### src/hdl/assert_macros.svh
// Assertion helpers used by the RTL controller.
`ifndef ASSERT_MACROS_SVH
`define ASSERT_MACROS_SVH

// Property must hold at every clock edge outside reset.
`define ASSERT_CLK(label, clk, rstn, prop, msg) \
    label: assert property (@(posedge clk) disable iff (!(rstn)) (prop)) else $error(msg);

// Condition must never be seen at a clock edge outside reset.
`define ASSERT_NEVER(label, clk, rstn, cond, msg) \
    label: assert property (@(posedge clk) disable iff (!(rstn)) !(cond)) else $error(msg);

`endif

### src/hdl/lctc_pkg.sv
package lctc_pkg;

    // Cache geometry
    localparam int SLOTS   = 16;
    localparam int IDX_W   = $clog2(SLOTS);
    localparam int CNT_W   = $clog2(SLOTS + 1);
    localparam int COORD_W = 32;
    localparam int STAMP_W = 32;
    localparam int SLOT_W  = 4;

    // One cached entry: tag pair and last-use stamp
    typedef struct packed {
        logic [COORD_W-1:0] x;
        logic [COORD_W-1:0] z;
        logic [STAMP_W-1:0] stamp;
    } entry_t;

    // Per-cell control
    typedef struct packed {
        logic shift;
        logic wr_tag;
        logic wr_stamp;
    } cell_ctl_t;

    // Ring control from the sequencer, decoded per cell at the top level
    typedef struct packed {
        logic             shift;
        logic             wr_tag;
        logic             wr_stamp;
        logic [IDX_W-1:0] wr_idx;
    } ring_ctl_t;

    typedef enum logic [1:0] {
        ST_IDLE,
        ST_SCAN,
        ST_WRITE
    } lctc_state_t;

endpackage

### src/hdl/lctc_cell.sv
module lctc_cell (
    input  logic               aclk,
    input  lctc_pkg::cell_ctl_t ctl,
    input  lctc_pkg::entry_t    shift_in,
    input  lctc_pkg::entry_t    wr_data,
    output lctc_pkg::entry_t    data_out
);
    import lctc_pkg::*;

    entry_t entry_reg;

    // Write-back has priority; otherwise take the neighbor's entry on a shift
    always_ff @(posedge aclk) begin
        if (ctl.wr_tag || ctl.wr_stamp) begin
            if (ctl.wr_tag) begin
                entry_reg.x <= wr_data.x;
                entry_reg.z <= wr_data.z;
            end
            if (ctl.wr_stamp) begin
                entry_reg.stamp <= wr_data.stamp;
            end
        end else if (ctl.shift) begin
            entry_reg <= shift_in;
        end
    end

    assign data_out = entry_reg;

endmodule

### src/hdl/lctc_ctrl.sv
`include "assert_macros.svh"

module lctc_ctrl (
    input  logic                               aclk,
    input  logic                               aresetn,
    input  logic                               s_valid,
    output logic                               s_ready,
    input  logic signed [lctc_pkg::COORD_W-1:0] s_coord_x,
    input  logic signed [lctc_pkg::COORD_W-1:0] s_coord_z,
    input  logic        [lctc_pkg::STAMP_W-1:0] s_now,
    output logic                               m_valid,
    input  logic                               m_ready,
    output logic                               m_hit,
    output logic        [lctc_pkg::SLOT_W-1:0]  m_slot,
    output logic                               m_evicted,
    output logic signed [lctc_pkg::COORD_W-1:0] m_evicted_x,
    output logic signed [lctc_pkg::COORD_W-1:0] m_evicted_z,
    input  lctc_pkg::entry_t                    head,
    output lctc_pkg::ring_ctl_t                 ring,
    output lctc_pkg::entry_t                    wr_data
);
    import lctc_pkg::*;

    localparam logic [IDX_W-1:0] LAST_IDX = IDX_W'(SLOTS - 1);
    localparam logic [CNT_W-1:0] FULL_CNT = CNT_W'(SLOTS);

    lctc_state_t        state_reg, state_next;
    logic [IDX_W-1:0]   idx_reg;
    logic [CNT_W-1:0]   fill_reg;
    logic [COORD_W-1:0] cx_reg, cz_reg;
    logic [STAMP_W-1:0] now_reg;
    logic               hit_reg;
    logic [IDX_W-1:0]   hit_slot_reg;
    logic               wrap_reg;
    logic [IDX_W-1:0]   vic_reg;
    logic [STAMP_W-1:0] best_stamp_reg;
    logic [COORD_W-1:0] vx_reg, vz_reg;
    logic               m_valid_reg;
    logic               m_hit_reg, m_evicted_reg;
    logic [SLOT_W-1:0]  m_slot_reg;
    logic [COORD_W-1:0] m_ex_reg, m_ez_reg;

    logic               accept;
    logic               full;
    logic               out_free;
    logic               commit;
    logic               in_range;
    logic               match;
    logic               stamp_wrapped;
    logic               stamp_older;
    logic [IDX_W-1:0]   dest;

    assign accept   = s_valid && s_ready;
    assign full     = (fill_reg == FULL_CNT);
    assign out_free = !m_valid_reg || m_ready;

    // Scan compares against the entry at the head of the ring
    assign in_range      = (CNT_W'(idx_reg) < fill_reg);
    assign match         = in_range && (head.x == cx_reg) && (head.z == cz_reg);
    assign stamp_wrapped = (head.stamp > now_reg);
    assign stamp_older   = (idx_reg == '0) || (head.stamp < best_stamp_reg);

    // Destination slot: hit slot, next free slot, or the victim
    always_comb begin
        if (hit_reg) begin
            dest = hit_slot_reg;
        end else if (!full) begin
            dest = fill_reg[IDX_W-1:0];
        end else begin
            dest = vic_reg;
        end
    end

    // Sequencer: next state and ring control
    always_comb begin
        state_next    = state_reg;
        ring          = '0;
        commit        = 1'b0;
        case (state_reg)
            ST_IDLE: begin
                if (s_valid) begin
                    state_next = ST_SCAN;
                end
            end
            ST_SCAN: begin
                ring.shift = 1'b1;
                if (idx_reg == LAST_IDX) begin
                    state_next = ST_WRITE;
                end
            end
            ST_WRITE: begin
                if (out_free) begin
                    commit        = 1'b1;
                    ring.wr_stamp = 1'b1;
                    ring.wr_tag   = !hit_reg;
                    ring.wr_idx   = dest;
                    state_next    = ST_IDLE;
                end
            end
            default: begin
                state_next = ST_IDLE;
            end
        endcase
    end

    assign wr_data.x     = cx_reg;
    assign wr_data.z     = cz_reg;
    assign wr_data.stamp = now_reg;

    // Control state
    always_ff @(posedge aclk) begin
        if (!aresetn) begin
            state_reg   <= ST_IDLE;
            idx_reg     <= '0;
            fill_reg    <= '0;
            hit_reg     <= 1'b0;
            wrap_reg    <= 1'b0;
            m_valid_reg <= 1'b0;
        end else begin
            state_reg <= state_next;
            if (accept) begin
                idx_reg  <= '0;
                hit_reg  <= 1'b0;
                wrap_reg <= 1'b0;
            end else if (state_reg == ST_SCAN) begin
                idx_reg <= (idx_reg == LAST_IDX) ? '0 : idx_reg + 1'b1;
                if (match && !hit_reg) begin
                    hit_reg <= 1'b1;
                end
                if (!wrap_reg && stamp_wrapped) begin
                    wrap_reg <= 1'b1;
                end
            end
            if (commit) begin
                m_valid_reg <= 1'b1;
                if (!hit_reg && !full) begin
                    fill_reg <= fill_reg + 1'b1;
                end
            end else if (m_ready) begin
                m_valid_reg <= 1'b0;
            end
        end
    end

    // Item payload, scan trackers and result register
    always_ff @(posedge aclk) begin
        if (accept) begin
            cx_reg  <= s_coord_x;
            cz_reg  <= s_coord_z;
            now_reg <= s_now;
        end
        if (state_reg == ST_SCAN) begin
            if (match && !hit_reg) begin
                hit_slot_reg <= idx_reg;
            end
            // First wrapped stamp wins; else oldest stamp, lowest index on ties
            if (!wrap_reg && (stamp_wrapped || stamp_older)) begin
                vic_reg        <= idx_reg;
                best_stamp_reg <= head.stamp;
                vx_reg         <= head.x;
                vz_reg         <= head.z;
            end
        end
        if (commit) begin
            m_hit_reg     <= hit_reg;
            m_slot_reg    <= SLOT_W'(dest);
            m_evicted_reg <= !hit_reg && full;
            m_ex_reg      <= (!hit_reg && full) ? vx_reg : '0;
            m_ez_reg      <= (!hit_reg && full) ? vz_reg : '0;
        end
    end

    assign s_ready     = (state_reg == ST_IDLE);
    assign m_valid     = m_valid_reg;
    assign m_hit       = m_hit_reg;
    assign m_slot      = m_slot_reg;
    assign m_evicted   = m_evicted_reg;
    assign m_evicted_x = signed'(m_ex_reg);
    assign m_evicted_z = signed'(m_ez_reg);

    `ASSERT_NEVER(a_fill_bound, aclk, aresetn, fill_reg > FULL_CNT, "fill count past slot count")
    `ASSERT_CLK(a_hit_no_fill, aclk, aresetn, (state_reg == ST_WRITE && hit_reg) |=> $stable(fill_reg), "fill count moved on a hit")
    `ASSERT_CLK(a_scan_end, aclk, aresetn, (state_reg == ST_SCAN && idx_reg == LAST_IDX) |=> state_reg == ST_WRITE, "scan did not end in write-back")
    `ASSERT_NEVER(a_hit_evict, aclk, aresetn, m_valid_reg && m_hit_reg && m_evicted_reg, "result is both hit and eviction")

endmodule

### src/hdl/lru_coordinate_tag_cache.sv
// An accepted item runs the ring scan and then the write-back before its result is valid.
// A new item is taken only once the block is back in idle after the write-back; the
// rotation of the 16-cell entry ring past the compare unit at its head sets this pace.
// Write-back waits while the previous result is still held, which stretches the cycle.
// Reset clears the fill count and control state; tag and stamp cells are not cleared,
// and slots at or above the fill count are never considered, so no clearing pass runs.
module lru_coordinate_tag_cache (
    input  logic                               aclk,
    input  logic                               aresetn,
    input  logic                               s_valid,
    output logic                               s_ready,
    input  logic signed [lctc_pkg::COORD_W-1:0] s_coord_x,
    input  logic signed [lctc_pkg::COORD_W-1:0] s_coord_z,
    input  logic        [lctc_pkg::STAMP_W-1:0] s_now,
    output logic                               m_valid,
    input  logic                               m_ready,
    output logic                               m_hit,
    output logic        [lctc_pkg::SLOT_W-1:0]  m_slot,
    output logic                               m_evicted,
    output logic signed [lctc_pkg::COORD_W-1:0] m_evicted_x,
    output logic signed [lctc_pkg::COORD_W-1:0] m_evicted_z
);
    import lctc_pkg::*;

    entry_t    cell_data [SLOTS];
    cell_ctl_t cell_ctl  [SLOTS];
    ring_ctl_t ring;
    entry_t    wr_data;

    lctc_ctrl u_ctrl (
        .aclk        (aclk),
        .aresetn     (aresetn),
        .s_valid     (s_valid),
        .s_ready     (s_ready),
        .s_coord_x   (s_coord_x),
        .s_coord_z   (s_coord_z),
        .s_now       (s_now),
        .m_valid     (m_valid),
        .m_ready     (m_ready),
        .m_hit       (m_hit),
        .m_slot      (m_slot),
        .m_evicted   (m_evicted),
        .m_evicted_x (m_evicted_x),
        .m_evicted_z (m_evicted_z),
        .head        (cell_data[0]),
        .ring        (ring),
        .wr_data     (wr_data)
    );

    // Ring of cells: each takes its upper neighbor's entry, the last wraps to the head
    for (genvar i = 0; i < SLOTS; i++) begin : g_cell
        localparam int NEXT = (i + 1) % SLOTS;

        assign cell_ctl[i].shift    = ring.shift;
        assign cell_ctl[i].wr_tag   = ring.wr_tag && (ring.wr_idx == IDX_W'(i));
        assign cell_ctl[i].wr_stamp = ring.wr_stamp && (ring.wr_idx == IDX_W'(i));

        lctc_cell u_cell (
            .aclk     (aclk),
            .ctl      (cell_ctl[i]),
            .shift_in (cell_data[NEXT]),
            .wr_data  (wr_data),
            .data_out (cell_data[i])
        );
    end

endmodule
### config.mk
export PLATFORM = sky130hd
export DESIGN_NAME = lru_coordinate_tag_cache
export DESIGN_NICKNAME = d
export VERILOG_FILES = /design/src/hdl/lctc_pkg.sv /design/src/hdl/lctc_cell.sv /design/src/hdl/lctc_ctrl.sv /design/src/hdl/lru_coordinate_tag_cache.sv
export VERILOG_INCLUDE_DIRS = /design/src /design/src/hdl
export SDC_FILE = /design/constraint.sdc
export NUM_CORES = 2
export LEC_CHECK = 0
export BUFFER_PORTS_ARGS = -buffer_cell sky130_fd_sc_hd__buf_2
export CORE_MARGIN = 2
export CORE_UTILIZATION = 67
export DETAILED_ROUTE_END_ITERATION = 8
export PLACE_DENSITY = 0.86
export SYNTH_ARGS = -nofsm -noshare
export SYNTH_HDL_FRONTEND = slang
export SYNTH_SLANG_ARGS = --single-unit
### constraint.sdc
create_clock -name aclk -period 20.1 [get_ports aclk]
set_input_delay 3.015 -clock aclk [delete_from_list [all_inputs] [get_ports aclk]]
set_output_delay 3.015 -clock aclk [all_outputs]
set_load 0.1 [all_outputs]
==> results.yml <==
status:
  status: "completed"
routing:
  wl_microns: 178000
  wl_per_cell_microns: 29.8
  drt_first_pass_iters: 5
  drtAntennaViolNets: 0
  drc: 0
  drtIter0Drc: 4361
  vias: 39800
  via_per_inst: 6.65
clock_network:
  cts_root_buf: "clkbuf_16"
  cts_resized: 0
  clk_pin_slew_ns: 0.06
  htreeDepth: 4
  clockBufferDepth: 3
  clock-sinks: 1820
  cts_tree: "built"
  clkLatencyLatePin_ns: 0.81
  cts_buffers: 174
  post_cts_buffers: 0
  ctsHoldBuffers: 0
yosys:
  avgSynthCellArea_sq_um: 18.1
  synthDistinctLibCells: 60
  ys_ff_latch: 1820
  synth_warnings: 0
  syn_inst: 4248
  syn_area_sq_um: 77000
  synth.area.top_cells: "edfxtp_1 70%, mux2_2 21%, mux2_1 1.5%, ha_1 1.1%, clkbuf_1 0.93%"
  synth.largest_area_cell: "edfxtp_1"
  ys.flop_type: "edfxtp_1"
  synth_top_area_share_pct: 70.5
  synth-edff-count: 1806
  synthArstFlopShare_pct: 0
  ys_seq_area_share_pct: 70.8
  synth_nets: 4418
critical_path:
  critPathKind: "primary input to register"
  arrival_ns: 7.58
  cp.required_ns: 20.43
  startpoint_type: "primary input"
  worstSetupEndpointType: "register"
  worstPathMaxFanout: 70
  crit_start: "m_ready"
  worstReg2RegStart: "u_ctrl.fill_reg[0]"
floorplan:
  start_util_pct: 67.4
  ioPinCount: 172
  core_area_sq_um: 114000
  die_height_microns: 343
  dieArea_sq_um: 118000
  die_w_microns: 343
  num_rows: 124
power:
  vdd_drop_max_mv: 0.0860
  pwr_density_cell_nw_per_um2: 98.4
  cellLeakagePower_uw: 0.0296
timing:
  worst_pin_slew_ns: 1.25
  fin_crit_sh_pct: 36.1
  final.setup.worst_slack_ns: 12.85
  layout_min_cycle_time_ns: 7.25
  finClkSkew_ns: 0.0306
  drv_slew: 0
  hold_violations: 0
  rsz0062_at_grt: "false"
  slew_headroom_pct: 16.9
  max_freq_mhz: 138
  tns_ns: 0
  setup_viol: 0
global_routing:
  grt_pass1_vias: 41000
  grt_usage_pct: 30.4
  grt_overflow: 0
  grt_max_degree: 99
  grt_first_pass_wirelength_microns: 263000
  grt_antenna_before_repair: 6
layout:
  final_util_pct: 74.4
  multi_input_area_sq_um: 21100
  nNetsFinal: 4491
  regArea_sq_um: 54500
  fillers: 6027
  drive_gt1_share_pct: 44.3
  area_growth_pct: 10.4
  instances_no_fill: 5979
  largest_reg_flops: 1536
hold_path:
  worstHoldStart: "u_ctrl.wrap_reg"
  holdCritPathClass: "register to register"
placement:
  place_ws_ns: 12.16
  portBuffers: 171
  placed_cells_incl_taps: 5657
  dp_hpwl_microns: 97300
  place_congestion: 0.845
flow_run:
  drv_cap: 0
cells by family after synthesis:
kind of cell / count (synthesis) / share of synthesized area, %
AOI/OAI and AO/OA: 108 / 0.904
DFF: 1820 / 70.8
buffers and inverters: 428 / 2.32
xor gates and xnor gates: 54 / 0.615
and+or+nand+nor: 227 / 1.66
muxes: 1541 / 22.5
adders and majority gates: 70 / 1.14
layer usage:
layer	wire length (microns)	GRT usage [%]	vias to the layer above
li1	-	-	16600
met5	13	0	-
met1	67700	41.1	20400
met3	18000	7.04	420
met2	85800	48.8	2308
met4	6420	11.3	2
per-stage QoR:
| stage | hold WS, ns | cell area, sq um | total power (uW) |
|---|---|---|---|
| 6_report | 0.502 | 84900 | 8350 |
| 5_1_grt | 0.535 | 84900 | 8540 |
| 4_1_cts | 0.505 | 84900 | 8360 |
| 3_5_place_dp | 0.490 | 79200 | 5050 |
| 3_3_place_gp | 0.470 | 79200 | 5020 |
| 2_1_floorplan | 0.426 | 77000 | 4890 |
worst paths after layout:
| path | endpoint | slack [ns] | cells past startpoint |
|---|---|---|---|
| worst max-delay path | g_cell[4].u_cell.data_out[25] | 12.85 | 10 |
| worst min-delay path | u_ctrl.wrap_reg | 0.50 | 2 |
| worst max register to register | g_cell[5].u_cell.data_out[44] | 14.20 | 10 |
| worst min register to register | u_ctrl.wrap_reg | 0.50 | 2 |
critical path, stage by stage:
cell and delay [ns]:
buf_2 0.08, nand2b_1 0.28, nand2b_1 0.39, inv_4 0.22, buf_4 0.83, o311ai_1 0.22
buf_4 0.24, nand2_4 0.46, buf_4 0.94, nand2_2 0.75
final cells by class:
class                      instances  area share [%]
inverter                          92           0.410
multi-input combinational       2000            24.8
sequential                      1820            64.2
tap                             1512            2.23
antenna                            2         0.00589
timing repair buffer             233            1.56
clock inverter                   117            1.54
clock buffer                     203            5.25
cell usage after synthesis, types with 11 or more instances:
cell type and count:
mux2_1 103, nand4_1 18, inv_1 90, o21ai_0 29, nor4_1 11, nand2_1 48
buf_1 68, dfxtp_1 14, nor2_1 19, a21oi_1 34, and3_1 64, buf_2 60
clkbuf_1 190, mux2_2 1432, edfxtp_1 1806, xor2_1 31, nand3_1 11, xnor2_1 23
ha_1 70
placed cells by master, fill, tap and decap left out, types with 11 or more instances in the layout:
cell	n
a21oi_1	34
and3_1	64
buf_2	171
buf_4	62
bufinv_16	22
clkbuf_1	29
clkbuf_16	174
clkinv_1	42
clkinv_2	25
dfxtp_1	14
edfxtp_1	1806
ha_1	70
inv_1	90
mux2_1	103
mux2_2	1432
nand2_1	25
nand2_2	16
nand4_1	18
nor2_1	19
nor4_1	11
o21ai_0	13
o21ai_4	16
xnor2_1	23
xor2_1	31
report_power, final:
part / switching, uW / internal (uW)
sequential: 132 / 4450
combinational: 251 / 159
clock: 1470 / 1890
total: 1850 / 6500
Note: power is estimated with default switching activity, not from simulation.
